### src/hdl/wsfd_pkg.sv
// Shared types, codes and constants of the WebSocket frame deframer.
package wsfd_pkg;

    // Configuration registers
    localparam int CFG_W     = 23;
    localparam int CFG_IDX_W = 1;
    localparam logic [CFG_IDX_W-1:0] REG_MAX_FRAME_LEN   = 1'b0;
    localparam logic [CFG_IDX_W-1:0] REG_MAX_MESSAGE_LEN = 1'b1;
    localparam logic [CFG_W-1:0]     CFG_RESET_LEN       = 23'd65536;

    // Frame opcodes
    localparam logic [3:0] OP_CONT  = 4'h0;
    localparam logic [3:0] OP_TEXT  = 4'h1;
    localparam logic [3:0] OP_BIN   = 4'h2;
    localparam logic [3:0] OP_CLOSE = 4'h8;
    localparam logic [3:0] OP_PING  = 4'h9;

    // Result status codes
    localparam logic [2:0] ST_DATA      = 3'd0;
    localparam logic [2:0] ST_PING      = 3'd1;
    localparam logic [2:0] ST_CLOSE     = 3'd2;
    localparam logic [2:0] ST_FRAME_BIG = 3'd3;
    localparam logic [2:0] ST_MSG_BIG   = 3'd4;
    localparam logic [2:0] ST_ABANDON   = 3'd5;

    // Header byte fields
    localparam logic [6:0] LEN_CODE_16 = 7'd126;
    localparam logic [6:0] LEN_CODE_64 = 7'd127;
    localparam logic [6:0] PING_MAX    = 7'd125;
    localparam logic [2:0] EXT16_START = 3'd6;
    localparam logic [2:0] EXT_LAST    = 3'd7;
    localparam logic [2:0] MASK_LAST   = 3'd3;

    // Result queue between parser and output side
    localparam int Q_DEPTH = 4;
    localparam int Q_AW    = 2;

    typedef enum logic [2:0] {
        PH_HDR0 = 3'd0,
        PH_HDR1 = 3'd1,
        PH_EXT  = 3'd2,
        PH_MASK = 3'd3,
        PH_DATA = 3'd4
    } wsfd_phase_t;

    typedef struct packed {
        logic [7:0] payload_byte;
        logic       byte_valid;
        logic [3:0] msg_opcode;
        logic       message_end;
        logic [2:0] status;
        logic       last_result;
    } wsfd_res_t;

    // Up to two results written into the queue for one accepted byte.
    typedef struct packed {
        logic [1:0] count;
        wsfd_res_t  e0;
        wsfd_res_t  e1;
    } wsfd_wr_t;

    function automatic wsfd_res_t mk_marker(input logic [3:0] op, input logic fin_msg,
                                            input logic [2:0] st);
        wsfd_res_t r;
        r.payload_byte = 8'h00;
        r.byte_valid   = 1'b0;
        r.msg_opcode   = op;
        r.message_end  = fin_msg;
        r.status       = st;
        r.last_result  = 1'b0;
        return r;
    endfunction

    function automatic wsfd_res_t mk_data(input logic [7:0] data, input logic [3:0] op,
                                          input logic fin_msg, input logic [2:0] st);
        wsfd_res_t r;
        r.payload_byte = data;
        r.byte_valid   = 1'b1;
        r.msg_opcode   = op;
        r.message_end  = fin_msg;
        r.status       = st;
        r.last_result  = 1'b0;
        return r;
    endfunction

endpackage

### src/hdl/wsfd_front.sv
// Front end: byte-wise header parser, unmasking and message tracking.
module wsfd_front #(
    parameter int LENGTH_BITS = 23
) (
    input  logic                           clk,
    input  logic                           rst_n,
    input  logic                           accept,
    input  logic [7:0]                     rx_byte,
    input  logic                           cfg_we,
    input  logic [wsfd_pkg::CFG_IDX_W-1:0] cfg_index,
    input  logic [wsfd_pkg::CFG_W-1:0]     cfg_data,
    output wsfd_pkg::wsfd_wr_t             wr
);
    import wsfd_pkg::*;

    localparam int LB = LENGTH_BITS;
    localparam int CW = (LENGTH_BITS > CFG_W) ? LENGTH_BITS : CFG_W;

    wsfd_phase_t      phase_reg, phase_next;
    logic [2:0]       hc_reg, hc_next;
    logic             fin_reg, fin_next;
    logic [3:0]       op_reg, op_next;
    logic             masked_reg, masked_next;
    logic [LB-1:0]    acc_reg, acc_next;
    logic             over_reg, over_next;
    logic [31:0]      key_reg, key_next;
    logic [LB-1:0]    pidx_reg, pidx_next;
    logic             frag_act_reg, frag_act_next;
    logic [3:0]       frag_op_reg, frag_op_next;
    logic [LB-1:0]    frag_tot_reg, frag_tot_next;
    logic             stop_reg, stop_next;
    logic [CFG_W-1:0] max_frame_reg;
    logic [CFG_W-1:0] max_msg_reg;

    logic [6:0]    code;
    logic [LB-1:0] len_cur;
    logic          over_cur;
    logic          hdr_done;
    logic          too_long;
    logic          len_zero;
    logic [LB:0]   sum;
    logic          msg_over;
    logic          first_over;
    logic          go_data;
    logic          data_last;
    logic [7:0]    key_byte;
    logic [7:0]    data;
    logic          a_v, b_v;
    wsfd_res_t     res_a, res_b;
    logic          step;

    assign step = accept && !stop_reg;
    assign code = rx_byte[6:0];

    // Length as it stands once the last header byte has been taken.
    always_comb
    begin
        len_cur  = acc_reg;
        over_cur = over_reg;
        hdr_done = 1'b0;
        unique case (phase_reg)
            PH_HDR1:
            begin
                len_cur  = LB'(code);
                over_cur = 1'b0;
                hdr_done = (code != LEN_CODE_16) && (code != LEN_CODE_64) && !rx_byte[7];
            end
            PH_EXT:
            begin
                len_cur  = LB'({acc_reg, rx_byte});
                over_cur = over_reg || (acc_reg[LB-1 -: 8] != 8'h00);
                hdr_done = (hc_reg == EXT_LAST) && !masked_reg;
            end
            PH_MASK:
            begin
                hdr_done = (hc_reg == MASK_LAST);
            end
            PH_HDR0, PH_DATA:
            begin
                hdr_done = 1'b0;
            end
            default:
            begin
                hdr_done = 1'b0;
            end
        endcase
    end

    assign too_long   = over_cur || (CW'(len_cur) > CW'(max_frame_reg));
    assign len_zero   = (len_cur == '0);
    assign sum        = (LB+1)'(frag_tot_reg) + (LB+1)'(len_cur);
    assign msg_over   = sum[LB] || ((CW+1)'(sum) > (CW+1)'(max_msg_reg));
    assign first_over = CW'(len_cur) > CW'(max_msg_reg);

    assign data_last = ((LB+1)'(pidx_reg) + (LB+1)'(1)) == (LB+1)'(acc_reg);
    assign key_byte  = 8'(key_reg >> {~pidx_reg[1:0], 3'b000});
    assign data      = masked_reg ? (rx_byte ^ key_byte) : rx_byte;

    // Header decisions, payload results and the next values of the data state.
    always_comb
    begin
        fin_next      = fin_reg;
        op_next       = op_reg;
        masked_next   = masked_reg;
        acc_next      = acc_reg;
        over_next     = over_reg;
        key_next      = key_reg;
        hc_next       = hc_reg;
        pidx_next     = pidx_reg;
        frag_act_next = frag_act_reg;
        frag_op_next  = frag_op_reg;
        frag_tot_next = frag_tot_reg;
        stop_next     = stop_reg;
        a_v           = 1'b0;
        b_v           = 1'b0;
        res_a         = '0;
        res_b         = '0;
        go_data       = 1'b0;

        unique case (phase_reg)
            PH_HDR0:
            begin
                fin_next = rx_byte[7];
                op_next  = rx_byte[3:0];
            end
            PH_HDR1:
            begin
                masked_next = rx_byte[7];
                key_next    = '0;
                over_next   = 1'b0;
                if ((code == LEN_CODE_16) || (code == LEN_CODE_64))
                begin
                    acc_next = '0;
                    hc_next  = (code == LEN_CODE_16) ? EXT16_START : 3'd0;
                end
                else
                begin
                    acc_next = len_cur;
                    hc_next  = 3'd0;
                end
            end
            PH_EXT:
            begin
                acc_next  = len_cur;
                over_next = over_cur;
                hc_next   = hc_reg + 3'd1;
                if (hc_reg == EXT_LAST)
                begin
                    hc_next = 3'd0;
                end
            end
            PH_MASK:
            begin
                key_next = {key_reg[23:0], rx_byte};
                hc_next  = hc_reg + 3'd1;
                if (hc_reg == MASK_LAST)
                begin
                    hc_next = 3'd0;
                end
            end
            PH_DATA:
            begin
                pidx_next = pidx_reg + LB'(1);
                if ((op_reg == OP_TEXT) || (op_reg == OP_BIN))
                begin
                    a_v   = 1'b1;
                    res_a = mk_data(data, op_reg, data_last && fin_reg, ST_DATA);
                end
                else if (op_reg == OP_CONT)
                begin
                    if (frag_act_reg)
                    begin
                        a_v   = 1'b1;
                        res_a = mk_data(data, frag_op_reg, data_last && fin_reg, ST_DATA);
                        if (data_last && fin_reg)
                        begin
                            frag_act_next = 1'b0;
                            frag_op_next  = OP_CONT;
                            frag_tot_next = '0;
                        end
                    end
                end
                else if (op_reg == OP_PING)
                begin
                    if (acc_reg <= LB'(PING_MAX))
                    begin
                        a_v   = 1'b1;
                        res_a = mk_data(data, OP_PING, data_last, ST_PING);
                    end
                end
            end
            default:
            begin
                hc_next = hc_reg;
            end
        endcase

        if (hdr_done)
        begin
            pidx_next = '0;
            if (too_long)
            begin
                a_v       = 1'b1;
                res_a     = mk_marker(op_reg, 1'b0, ST_FRAME_BIG);
                stop_next = 1'b1;
            end
            else if (op_reg == OP_CLOSE)
            begin
                a_v       = 1'b1;
                res_a     = mk_marker(OP_CLOSE, 1'b0, ST_CLOSE);
                stop_next = 1'b1;
            end
            else if ((op_reg == OP_TEXT) || (op_reg == OP_BIN))
            begin
                // A new message while a fragmented one is open drops the old one.
                if (frag_act_reg)
                begin
                    a_v           = 1'b1;
                    res_a         = mk_marker(frag_op_reg, 1'b0, ST_ABANDON);
                    frag_act_next = 1'b0;
                    frag_op_next  = OP_CONT;
                    frag_tot_next = '0;
                end
                if (fin_reg)
                begin
                    if (len_zero)
                    begin
                        b_v   = 1'b1;
                        res_b = mk_marker(op_reg, 1'b1, ST_DATA);
                    end
                    else
                    begin
                        go_data = 1'b1;
                    end
                end
                else if (first_over)
                begin
                    b_v       = 1'b1;
                    res_b     = mk_marker(op_reg, 1'b0, ST_MSG_BIG);
                    stop_next = 1'b1;
                end
                else
                begin
                    frag_act_next = 1'b1;
                    frag_op_next  = op_reg;
                    frag_tot_next = len_cur;
                    go_data       = !len_zero;
                end
            end
            else if (op_reg == OP_CONT)
            begin
                if (frag_act_reg && msg_over)
                begin
                    a_v       = 1'b1;
                    res_a     = mk_marker(frag_op_reg, 1'b0, ST_MSG_BIG);
                    stop_next = 1'b1;
                end
                else
                begin
                    if (frag_act_reg)
                    begin
                        frag_tot_next = LB'(sum);
                    end
                    if (frag_act_reg && len_zero && fin_reg)
                    begin
                        a_v           = 1'b1;
                        res_a         = mk_marker(frag_op_reg, 1'b1, ST_DATA);
                        frag_act_next = 1'b0;
                        frag_op_next  = OP_CONT;
                        frag_tot_next = '0;
                    end
                    go_data = !len_zero;
                end
            end
            else if (op_reg == OP_PING)
            begin
                if (len_zero)
                begin
                    a_v   = 1'b1;
                    res_a = mk_marker(OP_PING, 1'b1, ST_PING);
                end
                else
                begin
                    go_data = 1'b1;
                end
            end
            else
            begin
                go_data = !len_zero;
            end

            if (stop_next)
            begin
                frag_act_next = 1'b0;
                frag_op_next  = OP_CONT;
                frag_tot_next = '0;
            end
        end
    end

    // Next phase of the header parser.
    always_comb
    begin
        phase_next = phase_reg;
        unique case (phase_reg)
            PH_HDR0:
            begin
                phase_next = PH_HDR1;
            end
            PH_HDR1:
            begin
                if ((code == LEN_CODE_16) || (code == LEN_CODE_64))
                begin
                    phase_next = PH_EXT;
                end
                else if (rx_byte[7])
                begin
                    phase_next = PH_MASK;
                end
                else
                begin
                    phase_next = go_data ? PH_DATA : PH_HDR0;
                end
            end
            PH_EXT:
            begin
                if (hc_reg == EXT_LAST)
                begin
                    if (masked_reg)
                    begin
                        phase_next = PH_MASK;
                    end
                    else
                    begin
                        phase_next = go_data ? PH_DATA : PH_HDR0;
                    end
                end
            end
            PH_MASK:
            begin
                if (hc_reg == MASK_LAST)
                begin
                    phase_next = go_data ? PH_DATA : PH_HDR0;
                end
            end
            PH_DATA:
            begin
                if (data_last)
                begin
                    phase_next = PH_HDR0;
                end
            end
            default:
            begin
                phase_next = PH_HDR0;
            end
        endcase
    end

    // Results of this byte, packed to the front and the last one marked.
    always_comb
    begin
        wr       = '0;
        wr.e0    = a_v ? res_a : res_b;
        wr.e1    = res_b;
        if (a_v && b_v)
        begin
            wr.e1.last_result = 1'b1;
        end
        else
        begin
            wr.e0.last_result = 1'b1;
        end
        if (step)
        begin
            wr.count = 2'(a_v) + 2'(b_v);
        end
    end

    always_ff @(posedge clk or negedge rst_n)
    begin
        if (!rst_n)
        begin
            phase_reg     <= PH_HDR0;
            hc_reg        <= '0;
            fin_reg       <= 1'b0;
            op_reg        <= '0;
            masked_reg    <= 1'b0;
            acc_reg       <= '0;
            over_reg      <= 1'b0;
            key_reg       <= '0;
            pidx_reg      <= '0;
            frag_act_reg  <= 1'b0;
            frag_op_reg   <= '0;
            frag_tot_reg  <= '0;
            stop_reg      <= 1'b0;
            max_frame_reg <= CFG_RESET_LEN;
            max_msg_reg   <= CFG_RESET_LEN;
        end
        else
        begin
            if (step)
            begin
                phase_reg    <= phase_next;
                hc_reg       <= hc_next;
                fin_reg      <= fin_next;
                op_reg       <= op_next;
                masked_reg   <= masked_next;
                acc_reg      <= acc_next;
                over_reg     <= over_next;
                key_reg      <= key_next;
                pidx_reg     <= pidx_next;
                frag_act_reg <= frag_act_next;
                frag_op_reg  <= frag_op_next;
                frag_tot_reg <= frag_tot_next;
                stop_reg     <= stop_next;
            end
            if (cfg_we)
            begin
                unique case (cfg_index)
                    REG_MAX_FRAME_LEN:   max_frame_reg <= cfg_data;
                    REG_MAX_MESSAGE_LEN: max_msg_reg   <= cfg_data;
                    default:             max_msg_reg   <= max_msg_reg;
                endcase
            end
        end
    end

endmodule

### src/hdl/wsfd_queue.sv
// Result queue between the parser and the output side, up to two writes and one read per cycle.
module wsfd_queue (
    input  logic                clk,
    input  logic                rst_n,
    input  wsfd_pkg::wsfd_wr_t  wr,
    input  logic                pop,
    output logic                full,
    output logic                empty,
    output wsfd_pkg::wsfd_res_t head
);
    import wsfd_pkg::*;

    localparam int CNT_W = Q_AW + 1;

    wsfd_res_t        mem [Q_DEPTH];
    logic [Q_AW-1:0]  wr_ptr_reg, wr_ptr_next;
    logic [Q_AW-1:0]  rd_ptr_reg, rd_ptr_next;
    logic [CNT_W-1:0] count_reg, count_next;
    logic             take;

    // Room is kept for the two results that one byte can give.
    assign full  = count_reg > CNT_W'(Q_DEPTH - 2);
    assign empty = (count_reg == '0);
    assign head  = mem[rd_ptr_reg];
    assign take  = pop && !empty;

    assign wr_ptr_next = wr_ptr_reg + Q_AW'(wr.count);
    assign rd_ptr_next = rd_ptr_reg + Q_AW'(take);
    assign count_next  = count_reg + CNT_W'(wr.count) - CNT_W'(take);

    always_ff @(posedge clk)
    begin
        if (wr.count != 2'd0)
        begin
            mem[wr_ptr_reg] <= wr.e0;
        end
        if (wr.count == 2'd2)
        begin
            mem[Q_AW'(wr_ptr_reg + 1'b1)] <= wr.e1;
        end
    end

    always_ff @(posedge clk or negedge rst_n)
    begin
        if (!rst_n)
        begin
            wr_ptr_reg <= '0;
            rd_ptr_reg <= '0;
            count_reg  <= '0;
        end
        else
        begin
            wr_ptr_reg <= wr_ptr_next;
            rd_ptr_reg <= rd_ptr_next;
            count_reg  <= count_next;
        end
    end

    a_count_bound: assert property (@(posedge clk) disable iff (!rst_n)
        count_reg <= CNT_W'(Q_DEPTH))
        else $error("result queue holds more entries than its depth");

    a_write_has_room: assert property (@(posedge clk) disable iff (!rst_n)
        (wr.count != 2'd0) |-> !full)
        else $error("results written while the queue is full");

    a_write_count: assert property (@(posedge clk) disable iff (!rst_n)
        wr.count != 2'd3)
        else $error("more than two results for one byte");

    a_idle_hold: assert property (@(posedge clk) disable iff (!rst_n)
        ((wr.count == 2'd0) && !take) |=> $stable(count_reg) && $stable(rd_ptr_reg))
        else $error("queue changed with no write and no pop");

endmodule

### src/hdl/websocket_frame_deframer_top.sv
// Top level of the WebSocket frame deframer: parser front end and result queue.
//
//  Channel   Handshake              Beat contents
//  input     push / full            rx_byte
//  result    pop / empty            payload_byte, byte_valid, msg_opcode, message_end,
//                                   status, last_result
//  config    cfg_we                 cfg_index, cfg_data (no wait, no read-back)
//
// One received byte is taken every cycle while full is low; the parser updates its state registers per byte.
// Results are written into a four-entry queue, whose head drives the result ports.
// full rises while the queue holds more than two results, since a byte at the end of a
// header can give two; a stalled reader therefore stops the input once three or four
// results are waiting, however many header beats that takes.
// Reset is asynchronous and active low; there is no clearing pass after it.
module websocket_frame_deframer_top #(
    parameter int LENGTH_BITS = 23
) (
    input  logic                           clk,
    input  logic                           rst_n,
    input  logic                           push,
    output logic                           full,
    input  logic [7:0]                     rx_byte,
    output logic                           empty,
    input  logic                           pop,
    output logic [7:0]                     payload_byte,
    output logic                           byte_valid,
    output logic [3:0]                     msg_opcode,
    output logic                           message_end,
    output logic [2:0]                     status,
    output logic                           last_result,
    input  logic                           cfg_we,
    input  logic [wsfd_pkg::CFG_IDX_W-1:0] cfg_index,
    input  logic [wsfd_pkg::CFG_W-1:0]     cfg_data
);
    import wsfd_pkg::*;

    wsfd_wr_t  wr;
    wsfd_res_t head;
    logic      accept;

    assign accept = push && !full;

    wsfd_front #(
        .LENGTH_BITS (LENGTH_BITS)
    ) u_front (
        .clk       (clk),
        .rst_n     (rst_n),
        .accept    (accept),
        .rx_byte   (rx_byte),
        .cfg_we    (cfg_we),
        .cfg_index (cfg_index),
        .cfg_data  (cfg_data),
        .wr        (wr)
    );

    wsfd_queue u_queue (
        .clk   (clk),
        .rst_n (rst_n),
        .wr    (wr),
        .pop   (pop),
        .full  (full),
        .empty (empty),
        .head  (head)
    );

    assign payload_byte = head.payload_byte;
    assign byte_valid   = head.byte_valid;
    assign msg_opcode   = head.msg_opcode;
    assign message_end  = head.message_end;
    assign status       = head.status;
    assign last_result  = head.last_result;

endmodule

### config.mk
export PLATFORM = sky130hd
export DESIGN_NAME = websocket_frame_deframer_top
export DESIGN_NICKNAME = d
export VERILOG_FILES = /design/src/hdl/wsfd_pkg.sv /design/src/hdl/wsfd_front.sv /design/src/hdl/wsfd_queue.sv /design/src/hdl/websocket_frame_deframer_top.sv
export SDC_FILE = /design/constraint.sdc
export NUM_CORES = 1
export LEC_CHECK = 0
export ABC_AREA = 0
export BUFFER_PORTS_ARGS = -buffer_cell sky130_fd_sc_hd__buf_2
export CAP_MARGIN = 20
export CELL_PAD_IN_SITES_DETAIL_PLACEMENT = 0
export CELL_PAD_IN_SITES_GLOBAL_PLACEMENT = 1
export CORE_UTILIZATION = 40
export DETAILED_ROUTE_END_ITERATION = 6
export GPL_TIMING_DRIVEN = 0
export PLACE_DENSITY = 0.66
export SYNTH_ARGS = -nofsm -noshare
export SYNTH_HDL_FRONTEND = slang
export SYNTH_HIERARCHICAL = 1
export SYNTH_SLANG_ARGS = --single-unit
### constraint.sdc
create_clock -name clk -period 17.05 [get_ports clk]
set_input_delay 0 -clock clk [delete_from_list [all_inputs] [get_ports clk]]
set_output_delay 0 -clock clk [all_outputs]
set_load 0.03 [all_outputs]
# Word-level counts from Yosys, hierarchy flattened
# Memory sizes are Yosys's and may differ from the RTL's.
# Cells that the tools add are included.
# totals
word_cells	243
in_bits	37
ram_bits	72
output_inout_bits	20
ff_bits	173
n_memories	1
# mem_list
name	words	width	rd	rd_ports_with_merged_regs	wr	line_no	rtl
u_queue.mem	4	18	1	0	2	wsfd_queue.sv:15	wsfd_res_t mem [Q_DEPTH];
# classes
n_mux	144
shift	1
n_reduce_logical	42
bitwise	3
order_cmp	5
add_sub_neg	10
eq_ne	19
# ops
cell	n
$mux W23	20
$mux W18	22
$pmux W23 S2	2
$mux W4	16
$pmux W32 S2	1
$mux W1	63
$gt A23 B23 Y1	2
$mux W3	11
$shr A32 B5 Y8	1
$add A23 B1 Y24 const B	1
$add A23 B23 Y24	1
$eq A24 B23 Y1	1
$gt A24 B23 Y1	1
$add A23 B1 Y23 const B	1
$le A23 B7 Y1 const B	1
$logic_not A23 Y1	1
$mux W9	2
$reduce_and A2 Y1	9
$pmux W3 S5	1
$eq A7 B7 Y1 const B	2
$ne A7 B7 Y1 const B	2
$logic_and A1 B1 Y1	11
$eq A3 B2 Y1 const B	3
$pmux W3 S3	1
30 further kinds	48

# Logic depth before layout (Yosys ltp)
# Gate-level depths: netlist of run 1.
# logic_depth
depth_word	18
depth_mapped	35
mapped_depth_nobuf	32

# By module
# The synthesis of run 1 kept the hierarchy.
# by_module_without_submodules
module	seq_area_each_um2	area_per_inst_um2	n_inst	cells_each
wsfd_front	4156.5	13196.4	1	1533
wsfd_queue	2337.2	3962.6	1	214
websocket_frame_deframer_top	0.0	13.8	1	1

# Worst setup path after synthesis of run 1
# OpenSTA, ideal clock, no wires.
# synth_path
path_kind	register to register
start	reg u_front.phase_reg[0]
end	mem u_queue/mem[0][0] (netlist name), enable pin
period_less_slack_ps	8038
arrival_ps	7617
setup_slack_ps	9012
path_stages_with_launch	31
setup_ps	421
required_time_ps	16629
n_path_buf	3
cell_sequence	dfrtp_1 buf_4 xor2_1 and2_1 buf_2 mux2_2 ha_1 fa_1 a211oi_1 o211ai_1 a41oi_1 o21ai_0 a21o_1 xnor2_1 inv_1 ha_1 nand4_1 or4_1 nor4_1 or4_1 nand3_2 nor3_4 o21ai_2 a21oi_1 o21a_1 inv_1 ha_1 and2_1 clkbuf_2 nor2_1 o31ai_1
# synth_lines
item	line_no	rtl
start: declaration	wsfd_front.sv:19	wsfd_phase_t phase_reg, phase_next;
start signal: assignment	wsfd_front.sv:404	phase_reg <= phase_next;
end: declaration	wsfd_queue.sv:15	

==> results.sh, run 1 <==
export IMPL_crit_path_end_kind="flop"
export IMPL_cp_required_ns=17.26
export IMPL_initial_core_util_pct=40.8
export IMPL_wl_mm=56.6
export IMPL_reg2reg_from="u_front/phase_reg[0]"
export IMPL_worstHoldEndpoint="u_front/max_frame_reg[0]"
export IMPL_hold_class="input pin to flop"
export IMPL_clk_path_buf_depth=3
export IMPL_syn_inst=1748
export IMPL_grt_pass1_vias=14700
export IMPL_reg2reg_to="u_queue/mem[2][9]"
export IMPL_largest_reg_flops=72
export IMPL_viasPerCell=5.99
export IMPL_final_setup_tns_ns=0
export IMPL_hold_start="cfg_index"
export IMPL_antenna_found_initial=0
export IMPL_final_common_cell="dfrtp_1"
export IMPL_rsz0062_at_grt="no"
export IMPL_grt_pass1_wl_mm=87.6
export IMPL_hold_violations=0
export IMPL_finalCriticalPeriod_ns=10.14
export IMPL_gr_total_overflow=0
export IMPL_cts_sinks=245
export IMPL_tightest_slew_ns=1.26
export IMPL_fin_skew_ns=0.0134
export IMPL_die_area_mm2=0.0438
export IMPL_port_buffers=54
export IMPL_drc=0
export IMPL_placedCellCount=2361
export IMPL_status="complete, no violations"
export IMPL_clock_latency_ns=0.60
export IMPL_path_class="flop to flop"
export IMPL_worst_path_max_delay_cell="a21o_1"
export IMPL_r2r_cells=32
export IMPL_globalplace_congestion=0.919
export IMPL_drv_cap=0
export IMPL_io_pins=57
export IMPL_relSlewSlack_pct=16.0
export IMPL_synth_edf_count=72
export IMPL_layout_common_cells="171 x dfrtp_1, 140 x nand2_1, 129 x o21ai_0, 102 x ha_1"
export IMPL_yosysTopAreaCell="dfrtp_1"
export IMPL_power_density_mw_per_mm2=145
export IMPL_ys_ff_latch=245
export IMPL_diodes=0
export IMPL_cts_tree="yes"
export IMPL_p_leak_nw=8.53
export IMPL_core_area_mm2=0.0421
export IMPL_root_buffer="clkbuf_16"
export IMPL_critPathMaxFanout=18
export IMPL_finalMaxSlewViolations=0
export IMPL_fillers=4007
export IMPL_layout_nets=2037
export IMPL_routed_via_count=14700
export IMPL_area_growth_pct=15.5
export IMPL_grt_usage_pct=25.9
export IMPL_drtIter0Drc=1136
export IMPL_timing_final_crit_share_pct=59.5
export IMPL_critPathMaxStageDelay_ns=0.75
export IMPL_ys_types=98
export IMPL_synthArstFlopShare_pct=70.6
export IMPL_dp_hpwl_mm=41.3
export IMPL_ys_seq_area_share_pct=37.8
export IMPL_dr_pass1_iters=5
export IMPL_final_cells=2460
export IMPL_regToRegSetupSlack_ns=6.91
export IMPL_synth_area_top_cells="dfrtp_1 25%, edfxtp_1 13%, ha_1 7.4%, mux2_2 6.5%, o21ai_0 3.8%"
export IMPL_grt_start_max_net_pins=99
export IMPL_die_h_um=209
export IMPL_arrival_ns=10.35
export IMPL_drt_wirelength_per_cell_um=23.0
export IMPL_clk_pin_slew_ns=0.06
export IMPL_drtAntennaViolNets=0
export IMPL_worstHoldPathCells=4
export IMPL_critPathLaunch="u_front/phase_reg[0]"
export IMPL_cp_start_kind="flop"
export IMPL_num_rows=75
export IMPL_chipWidth_um=209
export IMPL_synth_top_cell_area_share_pct=24.9
export IMPL_ys_flop_type="dfrtp_1"
export IMPL_ys_warn_count=6
export IMPL_setup_violations=0
export IMPL_cts_buffers=31
export IMPL_max_freq_mhz=98.6
export IMPL_fin_util_pct=47.1
export IMPL_irDropWorstVdd_mv=0.0949
export IMPL_cts_htree_levels=1
export IMPL_layout_drive_gt1_share_pct=17.8
export IMPL_syn_avg_cell_area_um2=9.82
export IMPL_syn_area_mm2=0.0172
export IMPL_crit_top_cell="ha_1"
==> layout make-up <==
cell class,instances,area [µm²],share of cell area (%)
timing repair buffer,103,806,4.06
inverter,96,360,1.82
tap,539,674,3.40
buffer,113,608,3.07
clock buffer,43,881,4.44
clock inverter,15,235,1.19
multi-input combinational,1306,9780,49.3
sequential,245,6490,32.7
==> worst max-delay path: cells and delay by family (launching register included) <==
family | cells | cell delay, ns
AO/OA/AOI/OAI | 9 | 2.94
AND/OR/NAND/NOR | 9 | 2.81
buffers and inverters | 7 | 1.30
adder cells (fa/ha/maj) | 4 | 1.29
XOR/XNOR | 2 | 0.58
multiplexers | 1 | 0.42
flip-flops | 1 | 0.40
==> stage by stage <==
step / hold slack [ns] / total power, W / setup slack (ns) / instance area, µm²
floorplan: -0.296 / 0.00170 / 9.01 / 17200
global placement: 0.216 / 0.00211 / 5.97 / 18200
detailed placement: 0.0372 / 0.00213 / 7.09 / 18300
CTS: 0.0139 / 0.00288 / 7.01 / 19800
global route: 0.0966 / 0.00305 / 6.53 / 19800
finish: 0.0348 / 0.00288 / 6.91 / 19800
==> report_power, final <==
group	internal, W	switching, W	total (W)
combinational	0.000497	0.000886	0.00138
clock	0.000438	0.000281	0.000719
sequential	0.000689	0.0000913	0.000781
total	0.00162	0.00126	0.00288
==> routing by layer <==
layer,GRT usage [%],share of wire [%]
met5,0,0
met4,8.75,3.6
met3,2.65,5.0
met2,42.8,47
met1,35.3,44
==> how the worst max path moves through the flow <==
stage / end / slack [ns] / depth (start not counted)
floorplan: u_queue/mem[0][0] / 9.01 / 30
global placement: u_queue/mem[0][12] / 5.97 / 30
detailed placement: u_queue/mem[2][3] / 7.09 / 32
CTS: u_queue/mem[2][16] / 7.01 / 32
global route: u_queue/mem[2][17] / 6.53 / 31
finish: u_queue/mem[2][9] / 6.91 / 32
==> Yosys cell counts (36+ instances only) <==
cell	n
clkbuf_1	51
a22o_1	46
nand3_1	36
a21oi_1	84
nand2_1	140
ha_1	102
inv_1	96
o21ai_0	129
edfxtp_1	72
dfrtp_1	171
nor2_1	100
mux2_2	99
==> cells by family (layout without fill, tap and decap cells) <==
logic type	after synthesis	count (layout)	share of synthesized area, %
compound gates	497	497	19.7
xor+xnor	59	59	3.01
fa+ha+maj	104	104	7.66
buf+inv	209	370	5.64
flops	245	245	37.8
mux	140	140	11.1
other cells	1	13	0.0218
simple gates	493	493	15.1
==> timing repair <==
action,4_1_cts,5_1_grt
hold endpoints to repair,223,0
hold buffers,41,0
resized for setup,0,0
setup buffers,0,0
Power figures use the tool's default switching activity.
==> inputs of run 2 (changes only) <==
==> constraint.sdc (replaced) <==
create_clock -name clk -period 9.83 [get_ports clk]
set_input_delay 0 -clock clk [delete_from_list [all_inputs] [get_ports clk]]
set_output_delay 0 -clock clk [all_outputs]
set_load 0.03 [all_outputs]
==> results.sh, run 2 (synthesis results as in run 1) <==
export IMPL_max_freq_mhz=107
export IMPL_core_area_mm2=0.0421
export IMPL_power_density_mw_per_mm2=252
export IMPL_setup_ws_ns=0.473
export IMPL_globalplace_congestion=0.919
export IMPL_busiest_layer="met2"
export IMPL_cp_buffers_inverters=8
export IMPL_final_common_cell="dfrtp_1"
export IMPL_cp_start_kind="flop"
export IMPL_layout_drive_gt1_share_pct=18.1
export IMPL_hold_class="input pin to flop"
export IMPL_rsz0062_at_grt="no"
export IMPL_place_area_mm2=0.0183
export IMPL_port_buffers=54
export IMPL_routed_via_count=14800
export IMPL_die_h_um=209
export IMPL_p_leak_nw=8.55
export IMPL_cts_buffers=31
export IMPL_grt_pass1_wl_mm=87.6
export IMPL_relSlewSlack_pct=28.8
export IMPL_cp_required_ns=10.18
export IMPL_final_cells=2463
export IMPL_irDropWorstVdd_mv=0.164
export IMPL_drv_cap=0
export IMPL_clock_latency_ns=0.60
export IMPL_detailedPlace_worstSlack_ns=-0.133
export IMPL_timing_final_crit_share_pct=95.2
export IMPL_path_class="flop to flop"
export IMPL_timing_hold_ws_ns=0.0342
export IMPL_clk_path_buf_depth=3
export IMPL_drtAntennaViolNets=0
export IMPL_diodes=0
export IMPL_antenna_found_initial=0
export IMPL_finalMaxSlewViolations=0
export IMPL_io_pins=57
export IMPL_layout_nets=2040
export IMPL_area_growth_pct=15.8
export IMPL_viasPerCell=6.02
export IMPL_hold_violations=0
export IMPL_cts_sinks=245
export IMPL_worst_path_max_delay_cell="or4_1"
export IMPL_regToRegSetupSlack_ns=0.47
export IMPL_placedCellCount=2361
export IMPL_status="complete, no violations"
export IMPL_crit_path_end_kind="flop"
export IMPL_root_buffer="clkbuf_16"
export IMPL_tightest_slew_ns=1.07
export IMPL_arrival_ns=9.71
export IMPL_gr_total_overflow=0
export IMPL_cts_htree_levels=1
export IMPL_grt_start_max_net_pins=99
export IMPL_chipWidth_um=209
export IMPL_path_delay_family="simple AND/OR/NAND/NOR gates"
export IMPL_wl_mm=56.6
export IMPL_fin_skew_ns=0.0159
export IMPL_gr_usage_met1_pct=35.3
export IMPL_grt_use_met2_pct=42.8
export IMPL_cts_tree="yes"
export IMPL_critPathMaxFanout=10
export IMPL_setup_violations=0
export IMPL_layout_common_cells="171 x dfrtp_1, 140 x nand2_1, 129 x o21ai_0, 102 x ha_1"
export IMPL_die_area_mm2=0.0438
export IMPL_clk_pin_slew_ns=0.07
export IMPL_largest_reg_flops=72
export IMPL_final_setup_tns_ns=0
export IMPL_grt_use_met3_pct=2.65
export IMPL_dr_pass1_iters=5
export IMPL_drt_wirelength_per_cell_um=23.0
export IMPL_grt_usage_pct=25.9
export IMPL_fin_area_mm2=0.0199
export IMPL_dp_hpwl_mm=41.3
export IMPL_num_rows=75
export IMPL_finalCriticalPeriod_ns=9.36
export IMPL_initial_core_util_pct=40.8
export IMPL_drtIter0Drc=1168
export IMPL_critPathMaxStageDelay_ns=0.72
export IMPL_drc=0
export IMPL_grt_pass1_vias=14700
run 2: timing repair:
item / CTS / global route
pin swaps: 0 / 1
resized for setup: 1 / 4
setup buffers: 0 / 3
setup endpoints to repair: 18 / 77
hold buffers: 41 / 0
endpoints found under the hold margin: 223 / 0
run 2: layout make-up:
class                      instances  area, µm²
fill                            4005      22200
buffer                           113        608
multi-input combinational       1306       9810
sequential                       245       6490
timing repair buffer             106        828
inverter                          96        360
clock buffer                      43        881
tap                              539        674
clock inverter                    15        235
run 2: per-stage QoR:
stage | total power [W] | util (%)
after CTS | 0.00499 | 47.1
after global routing | 0.00531 | 47.2
after global placement | 0.00366 | 43.1
after floorplan | 0.00294 | -
final | 0.00502 | 47.2
after detailed placement | 0.00370 | 43.4
run 2: where the power goes:
group	internal (W)	leakage [nW]	switching [W]
clock	0.000760	0.540	0.000488
combinational	0.000876	5.10	0.00154
sequential	0.00120	2.90	0.000160
run 2: path summary, 6_finish.rpt:
kind / start / end / cells past startpoint
min: cfg_index / u_front/max_frame_reg[0] / 4
min in group asynchronous: rst_n / u_front/max_msg_reg[15] / 3
min reg2reg: u_front/key_reg[31] / u_front/key_reg[31] / 2
max reg2reg: u_front/phase_reg[0] / u_queue/mem[0][11] / 33
max: u_front/phase_reg[0] / u_queue/mem[0][11] / 33
max in group asynchronous: rst_n / u_front/pidx_reg[2] / 4
run 2: tightest hold or removal path, stage by stage:
cell,delay [ns]
buf_2,0.09
nor2b_1,0.04
clkbuf_1,0.21
mux2_2,0.27
run 2: layer usage:
| layer | vias up | share of wire [%] |
|---|---|---|
| met5 | - | 0 |
| li1 | 6861 | - |
| met1 | 7378 | 44 |
| met4 | 0 | 3.6 |
| met2 | 491 | 47 |
| met3 | 109 | 5.3 |
==> inputs of run 3 (changes only) <==
--- a/config.mk
+++ b/config.mk
@@ -10,10 +10,10 @@
 export CAP_MARGIN = 20
 export CELL_PAD_IN_SITES_DETAIL_PLACEMENT = 0
 export CELL_PAD_IN_SITES_GLOBAL_PLACEMENT = 1
-export CORE_UTILIZATION = 40
+export CORE_UTILIZATION = 30
 export DETAILED_ROUTE_END_ITERATION = 6
 export GPL_TIMING_DRIVEN = 0
-export PLACE_DENSITY = 0.66
+export PLACE_DENSITY = 0.52
 export SYNTH_ARGS = -nofsm -noshare
 export SYNTH_HDL_FRONTEND = slang
 export SYNTH_HIERARCHICAL = 1
==> results.sh, run 3 (synthesis results as in run 1) <==
export IMPL_clock_latency_ns=0.56
export IMPL_routed_via_count=14500
export IMPL_gr_total_overflow=0
export IMPL_fillers=5727
export IMPL_viasPerCell=5.43
export IMPL_core_area_mm2=0.0565
export IMPL_relSlewSlack_pct=26.3
export IMPL_largest_reg_flops=72
export IMPL_p_sw_share_pct=45.1
export IMPL_finalMaxSlewViolations=0
export IMPL_cp_required_ns=10.13
export IMPL_chipWidth_um=241
export IMPL_final_cells=2680
export IMPL_antenna_found_initial=0
export IMPL_setup_violations=0
export IMPL_multi_input_area_mm2=0.00981
export IMPL_p_sw_w=0.00225
export IMPL_irDropWorstVdd_mv=0.139
export IMPL_cts_htree_levels=2
export IMPL_drc=0
export IMPL_report_power_total_w=0.00498
export IMPL_cts_buffers=34
export IMPL_dp_hpwl_mm=45.1
export IMPL_p_clk_share_pct=23.8
export IMPL_worst_path_max_delay_cell="nor4b_4"
export IMPL_timing_hold_ws_ns=0.0275
export IMPL_layout_drive_gt1_share_pct=17.9
export IMPL_seq_area_mm2=0.00649
export IMPL_detailedPlace_worstSlack_ns=-0.379
export IMPL_arrival_ns=9.79
export IMPL_finalCriticalPeriod_ns=9.49
export IMPL_hold_class="input pin to async pin"
export IMPL_num_rows=87
export IMPL_drtIter0Drc=972
export IMPL_io_pins=57
export IMPL_p_leak_nw=8.50
export IMPL_port_buffers=54
export IMPL_layout_common_cells="171 x dfrtp_1, 140 x nand2_1, 128 x o21ai_0, 102 x ha_1"
export IMPL_dr_pass1_iters=5
export IMPL_grt_pass1_wl_mm=93.2
export IMPL_intPower_w=0.00273
export IMPL_wl_mm=61.1
export IMPL_grt_pass1_vias=14600
export IMPL_globalplace_congestion=0.860
export IMPL_grt_usage_pct=21.3
export IMPL_hold_violations=0
export IMPL_status="complete, no violations"
export IMPL_die_h_um=241
export IMPL_critPathMaxFanout=10
export IMPL_placedCellCount=2581
export IMPL_clk_pin_slew_ns=0.06
export IMPL_seq_power_share_pct=27.3
export IMPL_cts_tree="yes"
export IMPL_die_area_mm2=0.0582
export IMPL_power_density_mw_per_mm2=248
export IMPL_p_comb_share_pct=49.0
export IMPL_crit_top_cell="ha_1"
export IMPL_crit_path_end_kind="flop"
export IMPL_diodes=0
export IMPL_layout_nets=2041
export IMPL_drtAntennaViolNets=0
export IMPL_clk_path_buf_depth=3
export IMPL_cts_sinks=245
export IMPL_setup_ws_ns=0.339
export IMPL_cp_start_kind="flop"
export IMPL_timing_final_crit_share_pct=96.5
export IMPL_drv_cap=0
export IMPL_root_buffer="clkbuf_16"
export IMPL_final_common_cell="dfrtp_1"
export IMPL_critPathMaxStageDelay_ns=0.74
export IMPL_rsz0062_at_grt="no"
export IMPL_path_class="flop to flop"
export IMPL_fin_skew_ns=0.0183
export IMPL_grt_start_max_net_pins=91
export IMPL_area_growth_pct=16.7
export IMPL_tightest_slew_ns=1.09
export IMPL_max_freq_mhz=105
export IMPL_initial_core_util_pct=30.4
export IMPL_drt_wirelength_per_cell_um=22.8
-- run 3: cell count changes in the layout (fill, tap and decap cells not counted), sizes merged, moves of 2 or more --
cell         previous run  this run
bufinv                  5         0
clkbuf                 95       100
clkinv                  4         8
dlygate4sd3            40        38
inv                   100        98
-- run 3: final cells by class --
type / count / share of cell area (%)
multi-input combinational: 1306 / 48.9
timing repair buffer: 104 / 3.91
clock buffer: 47 / 4.64
inverter: 96 / 1.80
clock inverter: 13 / 0.555
sequential: 245 / 32.4
tap: 756 / 4.72
buffer: 113 / 3.05
-- run 3: stage by stage --
step / utilization, % / area, µm² / TNS, ns
after floorplan: - / 17200 / 0
after global placement: 32.6 / 18400 / -71.12
after detailed placement: 32.9 / 18600 / -6.94
after CTS: 35.4 / 20000 / 0
after global routing: 35.5 / 20000 / 0
final: 35.5 / 20000 / 0
-- run 3: what timing repair did --
action                                  4_1_cts  5_1_grt
hold buffers                                 38        0
pin swaps                                     0        1
hold endpoints to repair                    148        0
endpoints found under the setup margin       27       86
buffers inserted                              0        1
gates resized for setup                       3        4
-- run 3: path summary, 6_finish.rpt --
path | start | to | slack [ns] | depth (start not counted)
max | u_front/phase_reg[0] | u_queue/mem[1][12] | 0.34 | 31
min in group clk | rx_byte[3] | u_front/acc_reg[3] | 0.05 | 2
max in group asynchronous | rst_n | u_front/max_msg_reg[16] | 8.85 | 3
min reg2reg | u_front/hc_reg[1] | u_front/hc_reg[1] | 0.50 | 2
min | rst_n | u_front/pidx_reg[8] | 0.03 | 2
max reg2reg | u_front/phase_reg[0] | u_queue/mem[1][12] | 0.34 | 31
-- run 3: critical path, delay by kind of cell, from the launching register on --
family          cells  cell delay, ns
compound gates      8            2.08
xor+xnor            2            0.60
fa+ha+maj           4            1.28
buf+inv             6            1.02
flops               1            0.38
mux                 2            0.73
simple gates        9            3.11
-- run 3: layer usage --
metal  up-vias  share of wire, %  track usage (%)
li1       6859                 -                -
met1      7259                46             28.4
met2       341                48             35.6
met3        90               4.0             3.13
met4         0               2.6             6.16
met5         -                 0                0
-- run 3: power groups by stage --
stage	sequential, W	clock (W)	combinational, W
2_1_floorplan	0.00130	0	0.00164
3_3_place_gp	0.00137	0	0.00236
3_5_place_dp	0.00137	0	0.00239
4_1_cts	0.00136	0.00123	0.00242
5_1_grt	0.00138	0.00126	0.00266
6_report	0.00136	0.00118	0.00244
